--- config.mk ---
export PLATFORM = sky130hd
export DESIGN_NAME = kpi_ram
export DESIGN_NICKNAME = d
export VERILOG_FILES = /design/src/design/kpi_ram.sv
export SDC_FILE = /design/constraint.sdc
export NUM_CORES = 1
export LEC_CHECK = 0
export BUFFER_PORTS_ARGS = -buffer_cell sky130_fd_sc_hd__buf_2
export CORE_ASPECT_RATIO = 0.8
export CORE_UTILIZATION = 40
export DETAILED_ROUTE_END_ITERATION = 6
export HOLD_SLACK_MARGIN = 0.05
export PLACE_DENSITY_LB_ADDON = 0.05
export SYNTH_ARGS = -nofsm -noshare
export SYNTH_HDL_FRONTEND = slang
export SYNTH_SLANG_ARGS = --single-unit
--- constraint.sdc ---
create_clock -name clock -period 1.9 [get_ports clock]
set_input_delay 0.095 -clock clock [delete_from_list [all_inputs] [get_ports clock]]
set_output_delay 0.095 -clock clock [all_outputs]
set_load 0.05 [all_outputs]
--- src/design/kpi_ram.sv ---
// Generic single-write, single-read RAM with registered read data.
// Holds the keyframe table. No dependencies.
`timescale 1ns / 1ps
`default_nettype none

module kpi_ram #(
   parameter int WIDTH = 8,
   parameter int DEPTH = 16
) (
   input  wire logic                     clock,
   input  wire logic                     wr_en,
   input  wire logic [$clog2(DEPTH)-1:0] wr_addr,
   input  wire logic [WIDTH-1:0]         wr_data,
   input  wire logic [$clog2(DEPTH)-1:0] rd_addr,
   output      logic [WIDTH-1:0]         rd_data
);

   logic [WIDTH-1:0] mem [DEPTH];
   logic [WIDTH-1:0] rd_data_ff;

   always_ff @(posedge clock) begin
      if (wr_en) begin
         mem[wr_addr] <= wr_data;
      end
      rd_data_ff <= mem[rd_addr];
   end

   assign rd_data = rd_data_ff;

endmodule

`default_nettype wire

==> metrics <==
crit end category flip-flop; CORE AREA 0.01234 mm²; Min Clock Period, post-route 1.407 ns; Unique masters post-synth 19; crit path DAT 1.69 ns; first-pass GRT wire length 15.52 mm; startpoint types flip-flop; Setup TNS Final 0 ns; TritonCTS buffer count 17; crit path kind reg -> reg; fin cells 470; met3 WL 480 µm; Placed Cells incl. Taps 438; I/O pin total 26; number of cell rows 36; clock root buffer clkbuf_16; RSZ-0062 raised after global routing false; Initial Util 41.71%; Synth area leaders edfxtp_1 (75%), mux4_2 (7.9%), mux4_1 (7.1%); Max Used Layer met4; Yosys top cell area share 74.67%; max_cap viols 0; Max-slew headroom 71.27%; total power 6.857 mW; Hold WC Path Type in -> reg; Vias 2335; Buffers on Ports 25; Clock Latency Late Sink 0.41 ns; Worst VDD drop 0.8516 mV; area of the multi-input gates 0.001057 mm²; Layout fillers 1037; Leak 2.087 nW; number of antenna violations at the first check in global routing 0; final slew viol count 0; synth warn 0; hpwl dp 6.408 mm; clk_skew 0.01170 ns; register area 0.004004 mm²; Final nets 304; Slew @ Worst Pin 0.4310 ns; routed length per placed instance 21.74 µm; Layout area overhead 19.66%; RePlAce Congestion 0.7337; met2 WL post-DR 4.654 mm; Mean Syn Cell Area 22.48 µm²; H-tree Lvls 4; fin crit share 74.06%; maximum buffer depth of the clock tree 2; Routed WL 10.22 mm; ANT cells 0; Final ANT Viol Nets 0; TritonCTS Sinks 136; crit path max fanout 1; DRC 0; Worst Reg-to-Reg Cells 3; Final Hold Viols 0; hold_buf cts 0; number of DRC markers in iteration 0 214; wl on met1 5.050 mm; full die area 0.01333 mm²; grt total ovfl 0; CTS resizes 0; cells after synthesis 229; pwr/cell area 1113 mW/mm²; DRT Pass-1 Iters 4; post-DR vias/cell 4.968; number of global-route vias before repair 2451; layout cells sized above 1 31.44%; Reg clk slew, reported paths 0.06 ns; largest net degree at the start of global routing 33; post-CTS setup buffers 0; Syn Nets 247; cell area after synthesis 0.005147 mm²; Seq/Total Area, Yosys 77.78%; CTS tree done; #FFs+latches synth 136; post-synth top area cell edfxtp_1; critical path required time 2.18 ns; die height 103.5 µm; Fmax achieved 710.7 MHz; Die X 128.8 µm; gr usage total 17.17%; hold depth 1; # setup viols final 0; outcome complete, no violations
placed cells by master (no fill, tap or decap), drive strengths merged, types with 2 or more instances in the layout:
cell type,instances
edfxtp,128
nand2,9
nand3b,2
nand2b,2
dfxtp,8
nor2,13
clkbuf,18
clkinvlp,4
mux4,32
nor3,4
bufinv,2
buf,48
clkinv,7
a22oi,16
cells in the mapped netlist:
library cell,n
nor2b_1,1
or3b_2,1
mux4_2,18
nor3_1,4
buf_6,3
dfxtp_1,8
nor2_1,13
buf_4,1
edfxtp_1,128
nand3_1,1
a22oi_1,16
clkdlybuf4s25_2,3
mux4_1,14
and2_1,1
and2b_1,1
nand2_1,9
nand3b_1,2
nand2b_1,2
buf_2,3
critical path, stage by stage, from the launching register on:
cell and delay, ns:
edfxtp_1 0.35, mux4_1 0.54, a22oi_1 0.30, nand2_1 0.09
sequential cells by signal, indices dropped and copies added, names as in the netlist:
register / cells
rd_data: 8
mem: 128
power breakdown:
part	internal (mW)	switching [mW]
logic	0.140	0.246
registers	3.35	0.0169
clock network	1.91	1.19
path summary, 6_finish.rpt:
kind,start,slack [ns],to
max,mem[5][3],0.49,rd_data[3]
min,wr_data[0],0.07,mem[1][0]
max reg2reg,mem[5][3],0.49,rd_data[3]
min reg2reg,mem[14][6],0.66,rd_data[6]
through the flow:
step           utilization [%]  hold WS [ns]  cell area (µm²)  worst slack, ns
4_1_cts                  49.91       0.06452             6160           0.5130
6_report                 49.91       0.07363             6160           0.4928
3_3_place_gp             45.36        0.4851             5598           0.3319
5_1_grt                  49.91       0.07193             6160           0.3985
2_1_floorplan                -        0.1939             5147           0.3121
3_5_place_dp             45.36        0.4988             5598           0.3289
layout make-up:
type,count,area share (%)
clock buffers,18,6.967
well taps,171,3.473
repair buffers,48,5.241
multi-input cells,83,17.16
clock inverters,14,2.153
flip-flops and latches,136,65.00
layer usage:
layer	vias to the layer above	track usage, %
li1	1088	-
met5	-	0
met4	0	5.973
met1	1185	23.97
met2	60	26.03
met3	2	4.887
kinds of logic after synthesis:
group | Yosys count | synth area share, %
flops | 136 | 77.78
simple gates | 35 | 3.184
mux | 32 | 15.02
compound gates | 16 | 2.334
buf+inv | 10 | 1.677
No activity file was read; power rests on OpenSTA's default activity.
