$ cat src/design/kpi_pkg.sv
// Shared types and constants for the keyframe position interpolator.
// Request/response payloads, table entry layout, sequencer states and codes.
// No dependencies.
`timescale 1ns / 1ps
`default_nettype none

package kpi_pkg;

   localparam int TIME_W   = 24;
   localparam int POS_W    = 32;
   localparam int INDEX_W  = 6;
   localparam int SEG_W    = 6;
   localparam int STATUS_W = 2;
   localparam int COUNT_W  = 7;

   // Ratio is unsigned Q0.16 with room for exactly 1.0
   localparam int RATIO_W   = 17;
   localparam int DIV_STEPS = 16;
   localparam int DIVCNT_W  = 5;
   localparam int REM_W     = TIME_W + 1;
   localparam logic [RATIO_W-1:0] RATIO_ONE  = 17'h10000;
   localparam logic [RATIO_W-1:0] RATIO_ZERO = 17'h00000;

   // (p1 - p0) is 33 bits signed, times the ratio as 18 bits signed
   localparam int DIFF_W = POS_W + 1;
   localparam int PROD_W = DIFF_W + RATIO_W + 1;

   localparam logic OP_WRITE = 1'b0;
   localparam logic OP_QUERY = 1'b1;

   localparam logic [STATUS_W-1:0] STATUS_WRITTEN = 2'd0;
   localparam logic [STATUS_W-1:0] STATUS_INTERP  = 2'd1;
   localparam logic [STATUS_W-1:0] STATUS_SINGLE  = 2'd2;
   localparam logic [STATUS_W-1:0] STATUS_EMPTY   = 2'd3;

   localparam logic [1:0] COMP_X = 2'd0;
   localparam logic [1:0] COMP_Y = 2'd1;
   localparam logic [1:0] COMP_Z = 2'd2;

   typedef struct packed {
      logic                      op;
      logic [INDEX_W-1:0]        key_index;
      logic [TIME_W-1:0]         key_time;
      logic signed [POS_W-1:0]   key_x;
      logic signed [POS_W-1:0]   key_y;
      logic signed [POS_W-1:0]   key_z;
      logic [TIME_W-1:0]         query_time;
   } req_type;

   typedef struct packed {
      logic [STATUS_W-1:0]       status;
      logic signed [POS_W-1:0]   pos_x;
      logic signed [POS_W-1:0]   pos_y;
      logic signed [POS_W-1:0]   pos_z;
      logic [SEG_W-1:0]          segment;
   } rsp_type;

   typedef struct packed {
      logic [TIME_W-1:0]         key_time;
      logic signed [POS_W-1:0]   key_x;
      logic signed [POS_W-1:0]   key_y;
      logic signed [POS_W-1:0]   key_z;
   } key_entry_type;

   typedef enum logic [2:0] {
      S_IDLE,
      S_READ,
      S_CHECK,
      S_DIV,
      S_DIV_WAIT,
      S_MUL,
      S_ACC,
      S_OUT
   } state_type;

endpackage

`default_nettype wire

$ cat src/design/kpi_mul.sv
// Shared multiplier: registers (p1 - p0) * ratio for one component at a time.
// Uses kpi_pkg.
`timescale 1ns / 1ps
`default_nettype none

module kpi_mul (
   input  wire logic                               clock,
   input  wire logic signed [kpi_pkg::POS_W-1:0]   pos_lo,
   input  wire logic signed [kpi_pkg::POS_W-1:0]   pos_hi,
   input  wire logic [kpi_pkg::RATIO_W-1:0]        ratio,
   output      logic signed [kpi_pkg::PROD_W-1:0]  product
);

   logic signed [kpi_pkg::DIFF_W-1:0]    diff;
   logic signed [kpi_pkg::RATIO_W:0]     ratio_s;
   logic signed [kpi_pkg::PROD_W-1:0]    product_in;
   logic signed [kpi_pkg::PROD_W-1:0]    product_ff;

   always_comb begin
      diff       = {pos_hi[kpi_pkg::POS_W-1], pos_hi} - {pos_lo[kpi_pkg::POS_W-1], pos_lo};
      ratio_s    = {1'b0, ratio};
      product_in = diff * ratio_s;
   end

   always_ff @(posedge clock) begin
      product_ff <= product_in;
   end

   assign product = product_ff;

endmodule

`default_nettype wire

$ cat config.mk
export PLATFORM = sky130hd
export DESIGN_NAME = kpi_mul
export DESIGN_NICKNAME = d
export VERILOG_FILES = /design/src/design/kpi_pkg.sv /design/src/design/kpi_mul.sv
export SDC_FILE = /design/constraint.sdc
export NUM_CORES = 1
export LEC_CHECK = 0
export BUFFER_PORTS_ARGS = -buffer_cell sky130_fd_sc_hd__buf_2
export CORE_ASPECT_RATIO = 0.5
export CORE_UTILIZATION = 65
export CTS_BUF_LIST = sky130_fd_sc_hd__clkbuf_8
export DETAILED_ROUTE_END_ITERATION = 6
export HOLD_SLACK_MARGIN = 0.15
export PLACE_DENSITY_LB_ADDON = 0.15
export REMOVE_ABC_BUFFERS = 1
export SLEW_MARGIN = 20
export SYNTH_ARGS = -nofsm -noshare
export SYNTH_HDL_FRONTEND = slang
export SYNTH_SLANG_ARGS = --single-unit
$ cat constraint.sdc
create_clock -name clock -period 11.3 [get_ports clock]
set_input_delay 1.695 -clock clock [delete_from_list [all_inputs] [get_ports clock]]
set_output_delay 1.695 -clock clock [all_outputs]
set_load 0.005 [all_outputs]
==> impl_metrics.json <==
{
  "overflow": 0,
  "ant_nets": 0,
  "synthDistinctLibCells": 78,
  "min_period_ns": 10.53,
  "holdCritPathClass": "input pin to flip-flop",
  "syn2layout_area_growth_pct": 4.57,
  "drive_gt1_frac": 0.0757,
  "hold_viol": 0,
  "htreeDepth": 2,
  "timing.fmax_mhz": 95.0,
  "ys_ff_latch": 51,
  "largest_reg_flops": 51,
  "crit_type": "input pin to flip-flop",
  "grt_first_pass_wirelength_mm": 94.7,
  "clk_pin_slew_ns": 0.11,
  "syn-cell-area_mm2": 0.0236,
  "drv_slew": 0,
  "cts_setup_buffers": 0,
  "dieWidth_um": 271,
  "maxCapViolCount": 0,
  "synth-xor-area-share": 0.0238,
  "critPathLaunch": "pos_lo[1]",
  "antenna_found_initial": 2,
  "start_util": 0.673,
  "status": "finished, final reports clean",
  "final.setup.tns_ns": 0,
  "grt_max_degree": 39,
  "yosysWarnings": 0,
  "synthCells": 2764,
  "final_cell_mix": "inv_1, fa_1, nand2_1",
  "synth_mux_area_frac": 0.0132,
  "cts_inserted_buffers": 5,
  "grt.met3_usage": 0.0540,
  "finalCritPeriodShare": 0.931,
  "setup_viol": 0,
  "max_slew_margin": 0.297,
  "arrival_ns": 10.76,
  "cts_resized": 0,
  "crit_path_max_incr_delay_ns": 0.67,
  "via_count": 18377,
  "cp_slowest_cell": "nand3_1",
  "port_buffers": 132,
  "yosysTopAreaCell": "fa_1",
  "fin_nets": 3569,
  "path_max_fanout": 17,
  "layout_commonest_cell": "inv_1",
  "worstPathRequired_ns": 11.53,
  "tightest_slew_ns": 1.05,
  "die_h_um": 137,
  "ys.flop_type": "dfxtp_1",
  "drt_wl_total_mm": 57.2,
  "yosysSeqAreaShare": 0.0433,
  "rsz0062_at_grt": "no",
  "io_pins": 133,
  "worstSetupEndpoint": "product[50]$_DFF_P_",
  "synth_simple_gate_area_frac": 0.174,
  "yosys.area.top_type_share": 0.456,
  "drc_errors": 0,
  "syn_area_per_cell_um2": 8.54,
  "post-dp-hpwl_mm": 44.3,
  "dr.pass1.iters": 6,
  "wl_per_cell_um": 17.5,
  "track_usage": 0.327,
  "rows": 48,
  "hold_buffers": 0,
  "cts_tree": "done",
  "synth_top_family_by_area": "adder cells",
  "gp_congestion": 0.883,
  "drt_iter0_drc": 1227,
  "yosys.area_share.adder": 0.536,
  "grt_pass1_vias": 19176,
  "die-area_mm2": 0.0371,
  "clkSinkCount": 51,
  "synthArstFlopShare": 0,
  "use_met1": 0.400,
  "end_kind": "flip-flop",
  "vias_per_cell": 5.61,
  "cts-root-buf": "clkbuf_8",
  "core_mm2": 0.0351,
  "top_usage_layer": "met2",
  "met2_usage": 0.586,
  "yosys-top-cells-area": "fa_1, inv_1, ha_1",
  "synth_edf_count": 0,
  "critPathLaunchType": "input pin",
  "synth_compound_area_frac": 0.0740,
  "clock_path_buffers": 2
}
==> metal layers <==
| layer | vias to the layer above | wire (um) |
|---|---|---|
| met5 | - | 0 |
| met3 | 177 | 4150 |
| met1 | 9215 | 22100 |
| met2 | 713 | 28600 |
| met4 | 0 | 2370 |
| li1 | 8272 | - |
==> cell type report <==
type,instances,area (um^2)
diodes,1,2.50
inverters,695,2610
fillers,2870,10400
flip-flops and latches,51,1020
multi-input cells,1878,19400
clock inverters,2,38.8
well taps,475,594
repair buffers,167,923
clock buffers,6,82.6
==> cells by family after synthesis <==
family,Yosys count
AO/OA/AOI/OAI,257
multiplexers,30
buffers and inverters,835
AND/OR/NAND/NOR,838
adder cells (fa/ha/maj),689
flip-flops,51
XOR/XNOR,64
==> cells in the mapped netlist, drive strengths merged, types with 3 or more instances <==
library cell and instances:
a211oi 13, a21boi 4, a21o 22, a21oi 79, a311oi 13, a31o 4
a31oi 15, and2 203, and3 9, and4 3, buf 12, clkbuf 127
dfxtp 51, fa 537, ha 152, inv 695, mux2 8, mux2i 22
nand2 392, nand2b 32, nand3 51, nand4 11, nor2 44, nor2b 37
nor3 34, o2111ai 3, o211a 3, o211ai 5, o21a 18, o21ai 38
o21bai 10, o311ai 4, o31a 4, o31ai 4, or3 4, or4b 6
xnor2 45, xor2 19
==> stage by stage <==
step | cell area (um^2) | util | std cells | hold slack [ns] | setup slack, ns
after floorplan | 23000 | - | 2624 | 1.82 | 1.21
after global placement | 24500 | 0.700 | 3266 | 2.07 | 0.615
after detailed placement | 24500 | 0.700 | 3266 | 2.07 | 0.485
after CTS | 24700 | 0.703 | 3274 | 1.95 | 0.862
after global routing | 24700 | 0.703 | 3275 | 1.96 | 0.299
final | 24700 | 0.703 | 3275 | 1.97 | 0.775
==> worst max-delay path: cells and delay by family <==
kind,cells,cell delay [ns]
adder cells (fa/ha/maj),8,3.61
AND/OR/NAND/NOR,6,1.93
AO/OA/AOI/OAI,11,3.03
XOR/XNOR,1,0.12
buffers and inverters,7,0.39
==> worst min-delay path by stage <==
stage                             start                 end  slack (ns)  cells past startpoint
floorplan                      ratio[0]  product[0]$_DFF_P_        1.82                      1
global placement     product[8]$_DFF_P_          product[8]        2.07                      1
detailed placement  product[40]$_DFF_P_         product[40]        2.07                      1
CTS                            ratio[0]  product[0]$_DFF_P_        1.95                      3
global route                   ratio[0]  product[0]$_DFF_P_        1.96                      3
finish                         ratio[0]  product[0]$_DFF_P_        1.97                      3
Power is left out: the tool's default activity adds up to more than one toggle a clock period on the data nets, which glitch-free logic cannot reach.
