<file path="config.mk">
export PLATFORM = sky130hd
export DESIGN_NAME = kpi_ratio
export DESIGN_NICKNAME = d
export VERILOG_FILES = /design/src/design/kpi_pkg.sv /design/src/design/kpi_ratio.sv
export SDC_FILE = /design/constraint.sdc
export NUM_CORES = 1
export LEC_CHECK = 0
export ABC_AREA = 0
export BUFFER_PORTS_ARGS = -buffer_cell sky130_fd_sc_hd__buf_2
export CAP_MARGIN = 20
export CELL_PAD_IN_SITES_DETAIL_PLACEMENT = 0
export CELL_PAD_IN_SITES_GLOBAL_PLACEMENT = 1
export CORE_MARGIN = 2
export CORE_UTILIZATION = 46
export DETAILED_ROUTE_END_ITERATION = 8
export GPL_TIMING_DRIVEN = 0
export PLACE_DENSITY_LB_ADDON = 0.1
export SYNTH_ARGS = -nofsm -noshare
export SYNTH_HDL_FRONTEND = slang
export SYNTH_SLANG_ARGS = --single-unit
</file>
<file path="constraint.sdc">
create_clock -name clock -period 7.15 [get_ports clock]
set_input_delay 1.43 -clock clock [delete_from_list [all_inputs] [get_ports clock]]
set_output_delay 1.43 -clock clock [all_outputs]
set_load 0.005 [all_outputs]
</file>
<file path="src/design/kpi_pkg.sv">
// Shared types and constants for the keyframe position interpolator.
// Request/response payloads, table entry layout, sequencer states and codes.
// No dependencies.
`timescale 1ns / 1ps
`default_nettype none

package kpi_pkg;

   localparam int TIME_W   = 24;
   localparam int POS_W    = 32;
   localparam int INDEX_W  = 6;
   localparam int SEG_W    = 6;
   localparam int STATUS_W = 2;
   localparam int COUNT_W  = 7;

   // Ratio is unsigned Q0.16 with room for exactly 1.0
   localparam int RATIO_W   = 17;
   localparam int DIV_STEPS = 16;
   localparam int DIVCNT_W  = 5;
   localparam int REM_W     = TIME_W + 1;
   localparam logic [RATIO_W-1:0] RATIO_ONE  = 17'h10000;
   localparam logic [RATIO_W-1:0] RATIO_ZERO = 17'h00000;

   // (p1 - p0) is 33 bits signed, times the ratio as 18 bits signed
   localparam int DIFF_W = POS_W + 1;
   localparam int PROD_W = DIFF_W + RATIO_W + 1;

   localparam logic OP_WRITE = 1'b0;
   localparam logic OP_QUERY = 1'b1;

   localparam logic [STATUS_W-1:0] STATUS_WRITTEN = 2'd0;
   localparam logic [STATUS_W-1:0] STATUS_INTERP  = 2'd1;
   localparam logic [STATUS_W-1:0] STATUS_SINGLE  = 2'd2;
   localparam logic [STATUS_W-1:0] STATUS_EMPTY   = 2'd3;

   localparam logic [1:0] COMP_X = 2'd0;
   localparam logic [1:0] COMP_Y = 2'd1;
   localparam logic [1:0] COMP_Z = 2'd2;

   typedef struct packed {
      logic                      op;
      logic [INDEX_W-1:0]        key_index;
      logic [TIME_W-1:0]         key_time;
      logic signed [POS_W-1:0]   key_x;
      logic signed [POS_W-1:0]   key_y;
      logic signed [POS_W-1:0]   key_z;
      logic [TIME_W-1:0]         query_time;
   } req_type;

   typedef struct packed {
      logic [STATUS_W-1:0]       status;
      logic signed [POS_W-1:0]   pos_x;
      logic signed [POS_W-1:0]   pos_y;
      logic signed [POS_W-1:0]   pos_z;
      logic [SEG_W-1:0]          segment;
   } rsp_type;

   typedef struct packed {
      logic [TIME_W-1:0]         key_time;
      logic signed [POS_W-1:0]   key_x;
      logic signed [POS_W-1:0]   key_y;
      logic signed [POS_W-1:0]   key_z;
   } key_entry_type;

   typedef enum logic [2:0] {
      S_IDLE,
      S_READ,
      S_CHECK,
      S_DIV,
      S_DIV_WAIT,
      S_MUL,
      S_ACC,
      S_OUT
   } state_type;

endpackage

`default_nettype wire

</file>
<file path="src/design/kpi_ratio.sv">
// Serial ratio unit: (t - t0) / (t1 - t0) in unsigned Q0.16, clamped to 0..1.
// One quotient bit per cycle, restoring division. Uses kpi_pkg.
`timescale 1ns / 1ps
`default_nettype none

module kpi_ratio (
   input  wire logic                          clock,
   input  wire logic                          reset,
   input  wire logic                          start,
   input  wire logic [kpi_pkg::TIME_W-1:0]    query_time,
   input  wire logic [kpi_pkg::TIME_W-1:0]    time_lo,
   input  wire logic [kpi_pkg::TIME_W-1:0]    time_hi,
   output      logic                          done,
   output      logic [kpi_pkg::RATIO_W-1:0]   ratio
);

   logic                            busy_ff, busy_in;
   logic [kpi_pkg::DIVCNT_W-1:0]    count_ff, count_in;
   logic [kpi_pkg::REM_W-1:0]       rem_ff, rem_in;
   logic [kpi_pkg::TIME_W-1:0]      gap_ff, gap_in;
   logic [kpi_pkg::RATIO_W-1:0]     quo_ff, quo_in;
   logic [kpi_pkg::REM_W-1:0]       shifted;

   always_comb begin
      busy_in  = busy_ff;
      count_in = count_ff;
      rem_in   = rem_ff;
      gap_in   = gap_ff;
      quo_in   = quo_ff;
      shifted  = {rem_ff[kpi_pkg::REM_W-2:0], 1'b0};
      if (start) begin
         if (time_hi <= time_lo || query_time >= time_hi) begin
            quo_in  = kpi_pkg::RATIO_ONE;
            busy_in = 1'b0;
         end else if (query_time <= time_lo) begin
            quo_in  = kpi_pkg::RATIO_ZERO;
            busy_in = 1'b0;
         end else begin
            rem_in   = {1'b0, query_time - time_lo};
            gap_in   = time_hi - time_lo;
            quo_in   = kpi_pkg::RATIO_ZERO;
            count_in = kpi_pkg::DIVCNT_W'(kpi_pkg::DIV_STEPS);
            busy_in  = 1'b1;
         end
      end else if (busy_ff) begin
         // remainder stays below the gap, so the shifted value fits
         if (shifted >= {1'b0, gap_ff}) begin
            rem_in = shifted - {1'b0, gap_ff};
            quo_in = {quo_ff[kpi_pkg::RATIO_W-2:0], 1'b1};
         end else begin
            rem_in = shifted;
            quo_in = {quo_ff[kpi_pkg::RATIO_W-2:0], 1'b0};
         end
         count_in = count_ff - kpi_pkg::DIVCNT_W'(1);
         busy_in  = (count_ff != kpi_pkg::DIVCNT_W'(1));
      end
   end

   always_ff @(posedge clock) begin
      if (reset) begin
         busy_ff <= 1'b0;
      end else begin
         busy_ff <= busy_in;
      end
      count_ff <= count_in;
      rem_ff   <= rem_in;
      gap_ff   <= gap_in;
      quo_ff   <= quo_in;
   end

   assign done  = !busy_ff;
   assign ratio = quo_ff;

endmodule

`default_nettype wire

</file>
==> results.sh, run 1 <==
export IMPL_status="complete, no violations"
export IMPL_htreeDepth=3
export IMPL_viasPerCell=5.44
export IMPL_endpoint_kind="flip-flop"
export IMPL_diodes=0
export IMPL_yosysWarningCount=0
export IMPL_rsz0062_at_grt="no"
export IMPL_powerDensity_mw_per_mm2=183
export IMPL_synthMuxAreaShare_pct=4.25
export IMPL_drtPass1Iterations=6
export IMPL_synth_edf_count=70
export IMPL_io_pins=93
export IMPL_crit_start="time_hi[0]"
export IMPL_critPathArrivalTime_ns=5.28
export IMPL_grt_pass1_vias=6085
export IMPL_clock_sinks=71
export IMPL_synth_top_cell_area_share_pct=28.7
export IMPL_clockBufferDepth=2
export IMPL_cp_required_ns=7.20
export IMPL_syn_num_nets=1002
export IMPL_layout_worst_path_cycle_share_pct=73.2
export IMPL_worstMarginPinSlew_ns=0.808
export IMPL_gp_congestion=0.849
export IMPL_clk_pin_slew_ns=0.06
export IMPL_path_class="input port to flip-flop"
export IMPL_rows=46
export IMPL_drcViolationCount=0
export IMPL_drv_cap=0
export IMPL_ys_seq_area_share_pct=28.9
export IMPL_drt_iter0_drc=435
export IMPL_area_growth_pct=15.3
export IMPL_initial_core_util_pct=46.7
export IMPL_register_area_mm2=0.00212
export IMPL_r2r_start="rem_ff[14]"
export IMPL_async_reset_ff_share_pct=0
export IMPL_min_delay_path_depth=1
export IMPL_reg2regPathDepth=11
export IMPL_cts_setup_buffers=0
export IMPL_clock_skew_ns=0.00671
export IMPL_cts_resized=0
export IMPL_fmax_mhz=191
export IMPL_ys_types=70
export IMPL_syn_area_mm2=0.00733
export IMPL_dp_hpwl_um=16000
export IMPL_routed_wl_um=18900
export IMPL_ys_ff_latch=71
export IMPL_max_slew_margin_pct=45.8
export IMPL_fin_nets=1106
export IMPL_die_width_um=130
export IMPL_vdd_drop_max_mv=0.107
export IMPL_hold_path_class="flip-flop to flip-flop"
export IMPL_synth_top_family_by_area="compound AO/OA/AOI/OAI gates"
export IMPL_grt_overflow=0
export IMPL_cts_hold_buf=0
export IMPL_syn_inst=826
export IMPL_ys_flop_type="edfxtp_1"
export IMPL_syn_area_per_cell_um2=8.88
export IMPL_slowest_delay_ns=0.79
export IMPL_startpoint_type="input port"
export IMPL_fillerInstances=1502
export IMPL_cts_root_buf="clkbuf_16"
export IMPL_ant_nets=0
export IMPL_synthAdderAreaFrac_pct=17.5
export IMPL_dieHeight_um=130
export IMPL_grt_max_degree=18
export IMPL_synth_simple_area_share_pct=13.9
export IMPL_crit_chain="buf_2, inv_1, ha_1, fa_1, nor2b_1, o21a_1, o21ai_1, a211oi_1, nor2_1, o21ai_2, a221oi_1, nor4_4, a21o_1, buf_16"
export IMPL_tritoncts="done"
export IMPL_synth_xor_area_share_pct=7.05
export IMPL_p_leak_nw=4.00
export IMPL_synth_largest_area_cell="edfxtp_1"
export IMPL_grt_first_pass_wirelength_um=30000
export IMPL_path_max_fanout=16
export IMPL_finalPower_mw=1.55
export IMPL_antenna_found_initial=0
export IMPL_core_mm2=0.0157
export IMPL_synth_common_cells="ha_1 (98), inv_1 (96), a21oi_1 (72), edfxtp_1 (70), nor2_1 (54)"
export IMPL_clk_latency_ns=0.34
export IMPL_min_period_ns=5.24
export IMPL_tns_ns=0
export IMPL_cpMaxStageDelayCell="nor4_4"
export IMPL_wl_per_cell_um=16.4
export IMPL_post_synth_top_count_cell="ha_1"
export IMPL_numCtsBuffers=9
export IMPL_vias=6265
export IMPL_die_area_mm2=0.0170
export IMPL_synthTopCellsByArea="edfxtp_1 (29%), ha_1 (17%), xnor2_1 (5.6%)"
export IMPL_setup_viol=0
export IMPL_hold_viol=0
export IMPL_drive_gt1_share_pct=14.0
export IMPL_min_delay_start="ratio[5]"
export IMPL_synth_compound_area_share_pct=22.0
export IMPL_port_buffers=91
export IMPL_drv_slew=0
export IMPL_gr_usage_all_layers_pct=22.7
export IMPL_multi_input_area_mm2=0.00475
through the flow:
stage	utilization (%)	setup WS, ns	instance area (um^2)	cells	hold WS (ns)
floorplan	-	1.48	7330	826	0.562
global placement	51.3	0.00167	8060	1133	0.538
detailed placement	51.6	1.64	8110	1135	0.553
CTS	53.8	1.97	8450	1151	0.573
global route	53.8	1.67	8450	1151	0.594
finish	53.8	1.91	8450	1151	0.563
sequential cells by signal (all words and copies together), names as in the netlist:
signal / cells
busy_ff: 1
count_ff: 5
gap_ff: 24
ratio: 17
rem_ff: 24
layout by cell type (no fill, tap or decap), drive strengths merged, types with 3 or more instances in the layout:
| cell type | synthesis | layout |
|---|---|---|
| a2111oi | 3 | 3 |
| nand3 | 17 | 17 |
| nor3 | 10 | 10 |
| or2 | 3 | 3 |
| or3 | 5 | 5 |
| o21bai | 10 | 10 |
| mux2i | 30 | 30 |
| inv | 97 | 97 |
| a21o | 45 | 45 |
| o21ai | 47 | 47 |
| a41oi | 6 | 6 |
| and2 | 3 | 3 |
| nor2b | 25 | 25 |
| fa | 3 | 3 |
| nand2b | 6 | 6 |
| a221oi | 3 | 3 |
| and4 | 3 | 3 |
| edfxtp | 70 | 70 |
| and3 | 9 | 9 |
| nand4 | 17 | 17 |
| o31a | 5 | 5 |
| ha | 98 | 98 |
| xnor2 | 47 | 47 |
| a21oi | 72 | 72 |
| o211ai | 6 | 6 |
| xor2 | 12 | 12 |
| o21a | 11 | 11 |
| a31oi | 4 | 4 |
| nor4 | 5 | 5 |
| nor2 | 54 | 54 |
| a211oi | 7 | 7 |
| nand2 | 41 | 41 |
| clkinv | 0 | 4 |
| bufinv | 0 | 3 |
| o31ai | 4 | 4 |
| buf | 6 | 99 |
| clkbuf | 17 | 26 |
kinds of logic (layout without fill, tap and decap cells):
logic type / Yosys count / count (layout)
muxes: 31 / 31
AOI/OAI and AO/OA: 242 / 242
and+or+nand+nor: 202 / 202
xor gates and xnor gates: 59 / 59
DFF: 71 / 71
adders and majority gates: 101 / 101
buffers and inverters: 120 / 229
power breakdown:
| part | switching (mW) | leakage, nW | internal, mW | total (mW) |
|---|---|---|---|---|
| clock network | 0.172 | 0.170 | 0.342 | 0.513 |
| logic | 0.304 | 3.16 | 0.223 | 0.528 |
| registers | 0.0101 | 0.664 | 0.500 | 0.510 |
| total | 0.486 | 4.00 | 1.06 | 1.55 |
path summary, 6_finish.rpt:
kind | endpoint | slack (ns)
setup / recovery | rem_ff[2] | 1.91
hold / removal | ratio[6] | 0.56
setup reg to reg | rem_ff[15] | 4.01
hold reg to reg | ratio[6] | 0.56
worst max-delay path, delay by kind of cell:
family	cells	cell delay [ns]
buffers and inverters	3	0.37
adders and majority gates	2	0.64
and+or+nand+nor	3	1.09
AOI/OAI and AO/OA	6	1.73
metal layers:
layer | vias to the layer above | GRT usage, % | share of wire (%) | wire, um
li1 | 3197 | - | - | -
met1 | 2878 | 32.5 | 51 | 9590
met2 | 167 | 36.6 | 44 | 8320
met3 | 23 | 2.26 | 3.2 | 611
met4 | 0 | 6.70 | 1.9 | 367
met5 | - | 0 | 0 | 0
final cells by class:
cell class                      instances  share of cell area [%]
Buffer                                 23                    1.21
Clock buffer                            9                    2.66
Clock inverter                          7                    1.44
Inverter                               97                    4.31
Multi-Input combinational cell        635                    56.2
Sequential cell                        71                    25.1
Tap cell                              216                    3.20
Timing Repair Buffer                   93                    5.85
(Power assumes the default switching activity.)
==> run 2, diff against run 1 <==
==> constraint.sdc (replaced) <==
create_clock -name clock -period 5 [get_ports clock]
set_input_delay 1 -clock clock [delete_from_list [all_inputs] [get_ports clock]]
set_output_delay 1 -clock clock [all_outputs]
set_load 0.005 [all_outputs]
==> results.sh, run 2 (synthesized netlist as in run 1, its figures left out) <==
export IMPL_rsz0062_at_grt="no"
export IMPL_drv_cap=0
export IMPL_path_max_fanout=23
export IMPL_ant_nets=0
export IMPL_vias=6298
export IMPL_powerDensity_mw_per_mm2=252
export IMPL_setup_viol=0
export IMPL_cp_top_family="compound AO/OA/AOI/OAI gates"
export IMPL_hold_path_class="flip-flop to flip-flop"
export IMPL_dp_hpwl_um=15800
export IMPL_io_pins=93
export IMPL_cts_setup_buffers=0
export IMPL_fillerInstances=1498
export IMPL_clk_latency_ns=0.34
export IMPL_status="complete, no violations"
export IMPL_worstPathBufferInverterCount=3
export IMPL_path_class="input port to flip-flop"
export IMPL_drv_slew=0
export IMPL_worstMarginPinSlew_ns=0.752
export IMPL_placed_area_mm2=0.00811
export IMPL_die_area_mm2=0.0170
export IMPL_grt_pass1_vias=6079
export IMPL_final_common_cell="ha_1"
export IMPL_clock_skew_ns=0.00681
export IMPL_clock_sinks=71
export IMPL_r2r_start="rem_ff[14]"
export IMPL_grt_max_degree=24
export IMPL_fin_nets=1106
export IMPL_max_slew_margin_pct=49.5
export IMPL_core_mm2=0.0157
export IMPL_gr_usage_all_layers_pct=23.0
export IMPL_grt_overflow=0
export IMPL_endpoint_kind="flip-flop"
export IMPL_routed_wl_um=19000
export IMPL_layout_worst_path_cycle_share_pct=90.2
export IMPL_hold_viol=0
export IMPL_tritoncts="done"
export IMPL_hold_slack_ns=0.556
export IMPL_layout_common_cells="ha_1 (98), inv_1 (96), buf_2 (92)"
export IMPL_slowest_delay_ns=0.74
export IMPL_rows=46
export IMPL_diodes=0
export IMPL_drt_iter0_drc=479
export IMPL_layout_setup_ws_ns=0.491
export IMPL_numCtsBuffers=9
export IMPL_gp_congestion=0.881
export IMPL_fmax_mhz=222
export IMPL_die_width_um=130
export IMPL_p_leak_nw=3.97
export IMPL_drtPass1Iterations=5
export IMPL_cts_resized=0
export IMPL_vdd_drop_max_mv=0.150
export IMPL_clockBufferDepth=2
export IMPL_antenna_found_initial=0
export IMPL_area_growth_pct=14.6
export IMPL_crit_chain="buf_2, inv_1, ha_1, fa_1, nor2b_1, o21a_1, o21ai_1, a211oi_1, nor2_1, o21ai_2, a221oi_1, nor4_4, a21o_1, buf_16"
export IMPL_drcViolationCount=0
export IMPL_crit_start="time_hi[0]"
export IMPL_wl_per_cell_um=16.5
export IMPL_clk_pin_slew_ns=0.06
export IMPL_initial_core_util_pct=46.7
export IMPL_cts_root_buf="clkbuf_16"
export IMPL_cts_hold_buf=0
export IMPL_dp_worst_setup_slack_ns=0.193
export IMPL_cpMaxStageDelayCell="nor4_4"
export IMPL_startpoint_type="input port"
export IMPL_r2r_slack_ns=1.73
export IMPL_critPathArrivalTime_ns=4.55
export IMPL_min_delay_start="ratio[6]"
export IMPL_viasPerCell=5.47
export IMPL_fin_area_mm2=0.00840
export IMPL_min_period_ns=4.51
export IMPL_cp_required_ns=5.04
export IMPL_htreeDepth=3
export IMPL_dieHeight_um=130
export IMPL_port_buffers=91
export IMPL_grt_first_pass_wirelength_um=30400
export IMPL_tns_ns=0
export IMPL_drive_gt1_share_pct=14.0
## run 2: cell types whose count changed in the layout (fill, tap and decap cells not counted)
| cell | change |
|---|---|
| bufinv_16 | -2 |
| clkinv_4 | -2 |
| clkinvlp_4 | +2 |
| clkinv_2 | +1 |
| inv_6 | +1 |
## run 2: metrics by stage
step / std cells / power (mW) / util, %
after global placement: 1133 / 1.47 / 51.3
after CTS: 1151 / 2.13 / 53.5
final: 1151 / 2.12 / 53.5
after floorplan: 826 / 1.27 / -
after detailed placement: 1135 / 1.48 / 51.6
after global routing: 1151 / 2.25 / 53.5
## run 2: layer usage
layer	global-route usage [%]	wire length (um)
met1	33.0	9580
met2	37.5	8510
met3	2.21	666
met4	5.38	201
met5	0	0
## run 2: path summary, 6_finish.rpt
path,cells after the start,endpoint
max,14,rem_ff[2]
min,1,ratio[7]
max reg2reg,11,rem_ff[5]
min reg2reg,1,ratio[7]
## run 2: area by class of cell
| type | instances | area (um^2) | area share, % |
|---|---|---|---|
| inverter | 97 | 364 | 4.33 |
| buffer | 23 | 103 | 1.22 |
| timing repair buffer | 93 | 494 | 5.88 |
| sequential | 71 | 2120 | 25.3 |
| clock inverter | 7 | 72.6 | 0.864 |
| multi-input combinational | 635 | 4750 | 56.6 |
| tap | 216 | 270 | 3.22 |
| clock buffer | 9 | 225 | 2.68 |
## run 2: worst register-to-register path, stage by stage (launching register included)
cell and delay (ns):
edfxtp_1 0.40, ha_1 0.30, clkbuf_1 0.30, and3_1 0.31, nand2_1 0.10, nor4_1 0.43
a21oi_1 0.16, o21ai_1 0.14, buf_4 0.24, buf_4 0.25, mux2i_1 0.26, mux2i_1 0.10
## run 2: report_power, final
| group | internal, mW | switching, mW |
|---|---|---|
| Combinational | 0.319 | 0.433 |
| Clock | 0.386 | 0.253 |
| Sequential | 0.715 | 0.0146 |
| Total | 1.42 | 0.701 |
